<file path="src/rtl/timestamp_ring_latency_monitor_top_assert.svh">
// Assertion macros for the timestamp ring latency monitor RTL.
// Depends on nothing; included by the modules that carry assertions.
`ifndef TIMESTAMP_RING_LATENCY_MONITOR_TOP_ASSERT_SVH
`define TIMESTAMP_RING_LATENCY_MONITOR_TOP_ASSERT_SVH

// Same-cycle implication, disabled during reset.
`define TSRLM_ASSERT_IMPL(label, clk, rst_n, ante, cons) \
  label: assert property (@(posedge clk) disable iff (!rst_n) (ante) |-> (cons)) \
    else $error("Same-cycle assertion failed.");

// Next-cycle implication, disabled during reset.
`define TSRLM_ASSERT_NEXT(label, clk, rst_n, ante, cons) \
  label: assert property (@(posedge clk) disable iff (!rst_n) (ante) |=> (cons)) \
    else $error("Next-cycle assertion failed.");

`endif

</file>
<file path="src/rtl/tsrlm_pkg.sv">
// Package for the timestamp ring latency monitor: sizes, status codes and
// the event and result structures. Depends on nothing.
package tsrlm_pkg;

  localparam int RING_DEPTH = 16;
  localparam int IDX_W      = $clog2(RING_DEPTH);
  localparam int TIME_W     = 32;
  localparam int STATUS_W   = 3;
  localparam int CNT_W      = 8;

  localparam logic [STATUS_W-1:0] ST_STORED   = 3'd0;
  localparam logic [STATUS_W-1:0] ST_DROPPED  = 3'd1;
  localparam logic [STATUS_W-1:0] ST_IGNORED  = 3'd2;
  localparam logic [STATUS_W-1:0] ST_EMPTY    = 3'd3;
  localparam logic [STATUS_W-1:0] ST_MEASURED = 3'd4;

  localparam logic CMD_PUSH = 1'b0;
  localparam logic CMD_POP  = 1'b1;

  typedef struct packed {
    logic              command;
    logic [TIME_W-1:0] time_now_us;
  } event_t;

  typedef struct packed {
    logic [STATUS_W-1:0] status;
    logic [TIME_W-1:0]   delay_us;
    logic                over_threshold;
    logic [CNT_W-1:0]    pending_count;
  } result_t;

endpackage

</file>
<file path="src/rtl/timestamp_ring_latency_monitor_top.sv">
// Top level of the timestamp ring latency monitor.
// Depends on tsrlm_pkg, tsrlm_input_stage, tsrlm_ring_ctrl and tsrlm_result_stage.
//
// Each input transaction carries a command (push or pop) and the current
// microsecond time. A push stores the time in a ring of sixteen slots that
// holds at most fifteen entries; a pop takes the oldest entry and reports
// the elapsed time modulo 2^32, flagged when it reaches the warning threshold.
// A push into a full ring sets a sticky stopped condition, after which every
// transaction is reported as ignored until reset.
// Every input transaction produces exactly one result transaction. The input
// is registered, the decision and subtraction are combinational, and the
// result is registered; out_valid rises after both registers are passed.
// One transaction per cycle is sustained while out_ready is high; the
// subtract-compare against the registered oldest timestamp sets that figure.
// The threshold is written through the cfg channel, which is always ready,
// and resets to all ones. Reset empties the ring and clears stopped.
// When the receiver holds out_ready low the result register keeps its
// transaction, one more may wait in the input register, and in_ready falls.
module timestamp_ring_latency_monitor_top (
  input  logic                           clk,
  input  logic                           rst_n,
  input  logic                           in_valid,
  output logic                           in_ready,
  input  logic                           in_command,
  input  logic [tsrlm_pkg::TIME_W-1:0]   in_time_now_us,
  output logic                           out_valid,
  input  logic                           out_ready,
  output logic [tsrlm_pkg::STATUS_W-1:0] out_status,
  output logic [tsrlm_pkg::TIME_W-1:0]   out_delay_us,
  output logic                           out_over_threshold,
  output logic [tsrlm_pkg::CNT_W-1:0]    out_pending_count,
  input  logic                           cfg_valid,
  output logic                           cfg_ready,
  input  logic [tsrlm_pkg::TIME_W-1:0]   cfg_warn_threshold_us
);

  tsrlm_pkg::event_t            in_event;
  tsrlm_pkg::event_t            ev;
  tsrlm_pkg::result_t           result;
  tsrlm_pkg::result_t           out_result;
  logic                         ev_valid;
  logic                         advance;
  logic [tsrlm_pkg::TIME_W-1:0] warn_threshold_r;

  assign cfg_ready = 1'b1;

  always_ff @(posedge clk) begin
    if (!rst_n) begin
      warn_threshold_r <= '1;
    end else if (cfg_valid && cfg_ready) begin
      warn_threshold_r <= cfg_warn_threshold_us;
    end
  end

  assign in_event.command     = in_command;
  assign in_event.time_now_us = in_time_now_us;

  tsrlm_input_stage u_input_stage (
    .clk      (clk),
    .rst_n    (rst_n),
    .in_valid (in_valid),
    .in_ready (in_ready),
    .in_event (in_event),
    .advance  (advance),
    .ev_valid (ev_valid),
    .ev       (ev)
  );

  tsrlm_ring_ctrl u_ring_ctrl (
    .clk            (clk),
    .rst_n          (rst_n),
    .ev_valid       (ev_valid),
    .ev             (ev),
    .advance        (advance),
    .warn_threshold (warn_threshold_r),
    .result         (result)
  );

  tsrlm_result_stage u_result_stage (
    .clk        (clk),
    .rst_n      (rst_n),
    .ev_valid   (ev_valid),
    .result     (result),
    .advance    (advance),
    .out_valid  (out_valid),
    .out_ready  (out_ready),
    .out_result (out_result)
  );

  assign out_status         = out_result.status;
  assign out_delay_us       = out_result.delay_us;
  assign out_over_threshold = out_result.over_threshold;
  assign out_pending_count  = out_result.pending_count;

endmodule

</file>
<file path="src/rtl/tsrlm_input_stage.sv">
// Input register of the timestamp ring latency monitor.
// Depends on tsrlm_pkg for the event structure.
module tsrlm_input_stage (
  input  logic                   clk,
  input  logic                   rst_n,
  input  logic                   in_valid,
  output logic                   in_ready,
  input  tsrlm_pkg::event_t      in_event,
  input  logic                   advance,
  output logic                   ev_valid,
  output tsrlm_pkg::event_t      ev
);

  logic              ev_valid_r;
  logic              ev_valid_nxt;
  tsrlm_pkg::event_t ev_r;

  assign in_ready     = !ev_valid_r || advance;
  assign ev_valid_nxt = in_ready ? in_valid : ev_valid_r;

  always_ff @(posedge clk) begin
    if (!rst_n) begin
      ev_valid_r <= 1'b0;
    end else begin
      ev_valid_r <= ev_valid_nxt;
    end
  end

  always_ff @(posedge clk) begin
    if (in_valid && in_ready) begin
      ev_r <= in_event;
    end
  end

  assign ev_valid = ev_valid_r;
  assign ev       = ev_r;

endmodule

</file>
<file path="src/rtl/tsrlm_ring_ctrl.sv">
// Ring state, timestamp store and per-transaction decision logic.
// Depends on tsrlm_pkg and the assertion macro header.
`include "timestamp_ring_latency_monitor_top_assert.svh"

module tsrlm_ring_ctrl (
  input  logic                         clk,
  input  logic                         rst_n,
  input  logic                         ev_valid,
  input  tsrlm_pkg::event_t            ev,
  input  logic                         advance,
  input  logic [tsrlm_pkg::TIME_W-1:0] warn_threshold,
  output tsrlm_pkg::result_t           result
);

  logic                          take;
  logic [tsrlm_pkg::IDX_W-1:0]   head_r;
  logic [tsrlm_pkg::IDX_W-1:0]   head_nxt;
  logic [tsrlm_pkg::IDX_W-1:0]   tail_r;
  logic [tsrlm_pkg::IDX_W-1:0]   tail_nxt;
  logic                          stopped_r;
  logic                          stopped_nxt;
  logic [tsrlm_pkg::IDX_W-1:0]   pend_now;
  logic [tsrlm_pkg::IDX_W-1:0]   rd_idx;
  logic [tsrlm_pkg::TIME_W-1:0]  tail_stamp_r;
  logic [tsrlm_pkg::TIME_W-1:0]  diff;
  logic                          store_en;
  logic [tsrlm_pkg::TIME_W-1:0]  stamp_mem [tsrlm_pkg::RING_DEPTH];

  function automatic logic [tsrlm_pkg::IDX_W-1:0] next_idx(
    input logic [tsrlm_pkg::IDX_W-1:0] idx
  );
    logic [tsrlm_pkg::IDX_W-1:0] res;
    if (idx == tsrlm_pkg::IDX_W'(tsrlm_pkg::RING_DEPTH - 1)) begin
      res = '0;
    end else begin
      res = idx + tsrlm_pkg::IDX_W'(1);
    end
    return res;
  endfunction

  function automatic logic [tsrlm_pkg::IDX_W-1:0] ring_count(
    input logic [tsrlm_pkg::IDX_W-1:0] h,
    input logic [tsrlm_pkg::IDX_W-1:0] t
  );
    logic [tsrlm_pkg::IDX_W:0] s;
    s = {1'b0, h} - {1'b0, t};
    if (h < t) begin
      s = s + (tsrlm_pkg::IDX_W + 1)'(tsrlm_pkg::RING_DEPTH);
    end
    return s[tsrlm_pkg::IDX_W-1:0];
  endfunction

  // The oldest timestamp is kept in a register that follows the tail.
  assign take     = ev_valid && advance;
  assign pend_now = ring_count(head_r, tail_r);
  assign rd_idx   = take ? tail_nxt : tail_r;
  assign diff     = ev.time_now_us - tail_stamp_r;

  always_comb begin
    head_nxt              = head_r;
    tail_nxt              = tail_r;
    stopped_nxt           = stopped_r;
    store_en              = 1'b0;
    result.status         = tsrlm_pkg::ST_IGNORED;
    result.delay_us       = '0;
    result.over_threshold = 1'b0;
    priority if (stopped_r) begin
      result.status = tsrlm_pkg::ST_IGNORED;
    end else if (ev.command == tsrlm_pkg::CMD_PUSH) begin
      if (pend_now == tsrlm_pkg::IDX_W'(tsrlm_pkg::RING_DEPTH - 1)) begin
        stopped_nxt   = 1'b1;
        result.status = tsrlm_pkg::ST_DROPPED;
      end else begin
        store_en      = 1'b1;
        head_nxt      = next_idx(head_r);
        result.status = tsrlm_pkg::ST_STORED;
      end
    end else if (tail_r == head_r) begin
      result.status = tsrlm_pkg::ST_EMPTY;
    end else begin
      tail_nxt              = next_idx(tail_r);
      result.status         = tsrlm_pkg::ST_MEASURED;
      result.delay_us       = diff;
      result.over_threshold = (diff >= warn_threshold);
    end
    result.pending_count = tsrlm_pkg::CNT_W'(ring_count(head_nxt, tail_nxt));
  end

  always_ff @(posedge clk) begin
    if (!rst_n) begin
      head_r    <= '0;
      tail_r    <= '0;
      stopped_r <= 1'b0;
    end else if (take) begin
      head_r    <= head_nxt;
      tail_r    <= tail_nxt;
      stopped_r <= stopped_nxt;
    end
  end

  // A push into an empty ring writes the slot that the tail points at.
  always_ff @(posedge clk) begin
    if (take && store_en) begin
      stamp_mem[head_r] <= ev.time_now_us;
    end
    if (take && store_en && (head_r == tail_r)) begin
      tail_stamp_r <= ev.time_now_us;
    end else begin
      tail_stamp_r <= stamp_mem[rd_idx];
    end
  end

  `TSRLM_ASSERT_NEXT(a_stopped_sticky, clk, rst_n, stopped_r, stopped_r)
  `TSRLM_ASSERT_NEXT(a_stopped_freezes, clk, rst_n, stopped_r && take,
                     $stable(head_r) && $stable(tail_r))
  `TSRLM_ASSERT_NEXT(a_full_push_stops, clk, rst_n,
                     take && !stopped_r && ev.command == tsrlm_pkg::CMD_PUSH &&
                     pend_now == tsrlm_pkg::IDX_W'(tsrlm_pkg::RING_DEPTH - 1),
                     stopped_r && $stable(head_r))

endmodule

</file>
<file path="src/rtl/tsrlm_result_stage.sv">
// Result register of the timestamp ring latency monitor.
// Depends on tsrlm_pkg for the result structure.
module tsrlm_result_stage (
  input  logic                clk,
  input  logic                rst_n,
  input  logic                ev_valid,
  input  tsrlm_pkg::result_t  result,
  output logic                advance,
  output logic                out_valid,
  input  logic                out_ready,
  output tsrlm_pkg::result_t  out_result
);

  logic               out_valid_r;
  logic               out_valid_nxt;
  tsrlm_pkg::result_t result_r;

  assign advance       = !out_valid_r || out_ready;
  assign out_valid_nxt = advance ? ev_valid : out_valid_r;

  always_ff @(posedge clk) begin
    if (!rst_n) begin
      out_valid_r <= 1'b0;
    end else begin
      out_valid_r <= out_valid_nxt;
    end
  end

  always_ff @(posedge clk) begin
    if (advance && ev_valid) begin
      result_r <= result;
    end
  end

  assign out_valid  = out_valid_r;
  assign out_result = result_r;

endmodule

</file>
<file path="config.mk">
export PLATFORM = sky130hd
export DESIGN_NAME = timestamp_ring_latency_monitor_top
export DESIGN_NICKNAME = d
export VERILOG_FILES = /design/src/rtl/tsrlm_pkg.sv /design/src/rtl/timestamp_ring_latency_monitor_top.sv /design/src/rtl/tsrlm_input_stage.sv /design/src/rtl/tsrlm_ring_ctrl.sv /design/src/rtl/tsrlm_result_stage.sv
export VERILOG_INCLUDE_DIRS = /design/src /design/src/rtl
export SDC_FILE = /design/constraint.sdc
export NUM_CORES = 1
export LEC_CHECK = 0
export BUFFER_PORTS_ARGS = -buffer_cell sky130_fd_sc_hd__buf_2
export CORE_MARGIN = 2
export CORE_UTILIZATION = 23
export CTS_BUF_LIST = sky130_fd_sc_hd__clkbuf_4
export CTS_CLUSTER_DIAMETER = 120
export DETAILED_ROUTE_END_ITERATION = 8
export MAX_ROUTING_LAYER = met4
export SYNTH_ARGS = -nofsm -noshare
export SYNTH_HDL_FRONTEND = slang
export SYNTH_SLANG_ARGS = --single-unit
</file>
<file path="constraint.sdc">
create_clock -name clk -period 4.68 [get_ports clk]
set_input_delay 0.468 -clock clk [delete_from_list [all_inputs] [get_ports clk]]
set_output_delay 0.468 -clock clk [all_outputs]
set_load 0.01 [all_outputs]
</file>
==> results.py <==
metrics = {
    "clock_network": {
        "clock-sinks": 632,
        "clkLatencyLatePin_ps": 1010,
        "clk_pin_slew_ps": 60,
        "cts-root-buf": "clkbuf_4",
        "cts_max_level": 4,
        "cts_tree": "done",
        "cts_buffer_depth": 3,
        "cts_made_buffers": 159,
    },
    "finish": {
        "nNetsFinal": 2114,
        "drive_gt1_share_pct": 39.6,
        "fin_area_sq_mm": 0.0341,
        "utilization_pct": 29.9,
        "areaGrowthSynthToFinish_pct": 29.5,
        "final_cells": 3605,
    },
    "synth": {
        "postSynthAreaPerCell_sq_um": 18.1,
        "synth_enable_flop_cells": 585,
        "yosysTopAreaCell": "edfxtp_1",
        "synthFlopType": "edfxtp_1",
        "synth_seq_cells": 632,
        "ys_seq_area_share_pct": 70.2,
        "ys_types": 60,
        "syn_inst": 1459,
        "yosysTopAreaCellShare_pct": 66.6,
        "synthArstFlopShare_pct": 0,
        "syn_area_sq_mm": 0.0264,
        "yosys_warnings": 0,
        "synth_area_leaders": "edfxtp_1, mux4_2, dfxtp_1",
    },
    "timing": {
        "fin_crit_ps": 4940,
        "final-hold-violation-count": 0,
        "fin_crit_sh_pct": 106,
        "setup_viol": 1,
        "slew_violations": 0,
        "fmax_mhz": 202,
        "worst_slack_ps": -261,
        "worst_pin_slew_ps": 1070,
        "clock_skew_ps": 60.5,
        "maxSlewHeadroom_pct": 28.8,
        "tns_ps": -261,
        "rsz0062_at_grt": "true",
    },
    "global_routing": {
        "grt_first_pass_wirelength_mm": 106,
        "antenna_found_initial": 16,
        "grt_pass1_vias": 16300,
        "grt.total_usage_pct": 12.6,
        "grt_remaining_overflow": 0,
        "grt_start_max_net_pins": 64,
    },
    "drt": {
        "wl_per_cell_microns": 20.1,
        "viasPerCell": 4.38,
        "drcViolationCount": 0,
        "drt-total-wl_mm": 72.5,
        "vias": 15800,
        "antenna_left": 0,
        "first_pass_iters": 6,
        "drtIter0Drc": 1372,
    },
    "worst_setup_path": {
        "cp_max_fo": 6,
        "critPathArrivalTime_ps": 5670,
        "rr_worst_depth": 23,
        "critPathLaunchType": "register",
        "crit_type": "reg -> reg",
        "crit_required_ps": 5410,
        "endpoint_kind": "register",
    },
    "placement": {
        "place.gp.congestion": 0.855,
        "io_buffer_count": 111,
        "place_ws_ps": -486,
        "placed_cells": 3185,
        "place.detailed.hpwl_mm": 43.7,
        "place_area_sq_mm": 0.0302,
    },
    "power": {
        "switching_share_pct": 24.1,
        "clock_power_share_pct": 37.5,
        "p_leak_uw": 0.0118,
        "switching_power_uw": 2880,
        "peakVddDrop_mv": 0.183,
        "power_frac_seq_pct": 53.1,
        "pwr-share-comb_pct": 9.4,
        "intPower_uw": 9040,
        "p_per_area_mw_per_mm2": 349,
    },
    "die": {
        "ios": 117,
        "die_x_microns": 343,
        "core-area_sq_mm": 0.114,
        "start_util_pct": 23.1,
        "die_h_microns": 343,
        "dieArea_sq_mm": 0.117,
        "rows": 124,
    },
    "run_status": {
        "outcome": "finished with violations",
        "violations": "negative setup slack",
    },
    "hold_path": {
        "hold_path_depth": 2,
        "hold_class": "in -> reg",
    },
    "run": {
        "maxCapViolCount": 0,
    },
}
==> power groups by stage <==
stage               Sequential (uW)  Combinational [uW]  Clock (uW)
finish                         6330                1120        4470
global route                   6340                1210        4920
CTS                            6330                1070        4630
detailed placement             6450                 894           0
global placement               6440                 878           0
floorplan                      6420                 466           0
==> synth_stat cells (9+ instances only) <==
master	n
a21o_1	30
a21oi_1	47
and2_1	39
buf_1	9
clkbuf_1	46
dfxtp_1	47
edfxtp_1	585
ha_1	74
inv_1	78
mux4_2	159
nand2_1	75
nand2b_1	9
nand4_1	9
nor2_1	41
nor2b_1	12
o211ai_1	33
o21ai_0	13
xnor2_1	23
xor2_1	16
==> registers in the layout, summed over array words and instances (netlist names), named ones only <==
register / count
u_input_stage.ev: 33
u_input_stage.ev_valid: 1
u_result_stage.out_result: 40
u_result_stage.out_valid: 1
u_ring_ctrl.head_r: 4
u_ring_ctrl.stamp_mem: 512
u_ring_ctrl.stopped_r: 1
u_ring_ctrl.tail_r: 4
warn_threshold_r: 32
==> per-stage QoR <==
step	hold WS, ps	total power [uW]
floorplan	446	6890
global placement	477	7320
detailed placement	481	7340
CTS	2.44	12000
global route	59.1	12500
finish	114	11900
==> cell families after synthesis <==
| family | Yosys count | share of synthesized area [%] |
|---|---|---|
| DFF | 632 | 70.2 |
| and+or+nand+nor | 218 | 4.06 |
| muxes | 165 | 13.8 |
| buffers and inverters | 147 | 2.21 |
| adders and majority gates | 77 | 3.74 |
| AOI/OAI and AO/OA | 179 | 4.66 |
| xor gates and xnor gates | 39 | 1.30 |
| other | 2 | 0.0285 |
==> routing by layer <==
metal  global-route usage (%)  part of all wire (%)
met5                        -                     0
met2                     19.6                    48
met1                     15.9                    43
met3                     3.50                   7.5
met4                     3.79                   1.9
==> placed cells by master (no fill, tap or decap), drive strengths merged, types with 12 or more instances in the layout <==
master and n:
edfxtp 585, buf 314, clkbuf 218, mux4 159, dlygate4sd3 96, inv 84
nand2 75, ha 74, dfxtp 47, a21oi 47, clkinv 45, nor2 41
and2 39, o211ai 33, a21o 30, xnor2 23, o21ai 20, xor2 16
diode 13, nor2b 12
==> path summary, 6_finish.rpt <==
check / slack (ps) / to / start
hold reg to reg: 510 / register / u_ring_ctrl.tail_r[1]
hold / removal: 110 / u_result_stage.out_valid / rst_n
setup reg to reg: -260 / u_result_stage.out_result[8] / register
setup / recovery: -260 / u_result_stage.out_result[8] / register
==> final cells by class <==
cell class / instances / area, sq um
antenna: 13 / 32.5
clock buffer: 217 / 1630
clock inverter: 57 / 314
fill: 11100 / 79900
inverter: 79 / 297
multi-input combinational: 683 / 7960
sequential: 632 / 18500
tap: 1512 / 1890
timing repair buffer: 412 / 3500
==> what timing repair did <==
action | in CTS | in global routing
endpoints found under the setup margin | 1 | 1
hold buffers | 96 | 0
endpoints found under the hold margin | 67 | 0
cloned | 3 | 1
setup buffers | 27 | 7
pin swaps | 27 | 24
resized for setup | 69 | 27
==> worst max-delay path: stages, from the launching register on <==
cell       delay, ps
dfxtp_4          360
buf_12           110
buf_12           120
bufbuf_16        270
buf_12           140
buf_4            160
buf_4            150
mux4_2           500
mux4_2           470
inv_1            100
ha_4             160
nand2_1           70
or4_1            440
o21ai_2          220
buf_4            150
a31oi_1           90
xnor2_1          160
ha_1             190
a21o_1           170
a21o_1           180
a21oi_1          140
nor2_1            60
a211oi_2         190
a21oi_1           80
Power figures use the tool's default switching activity.
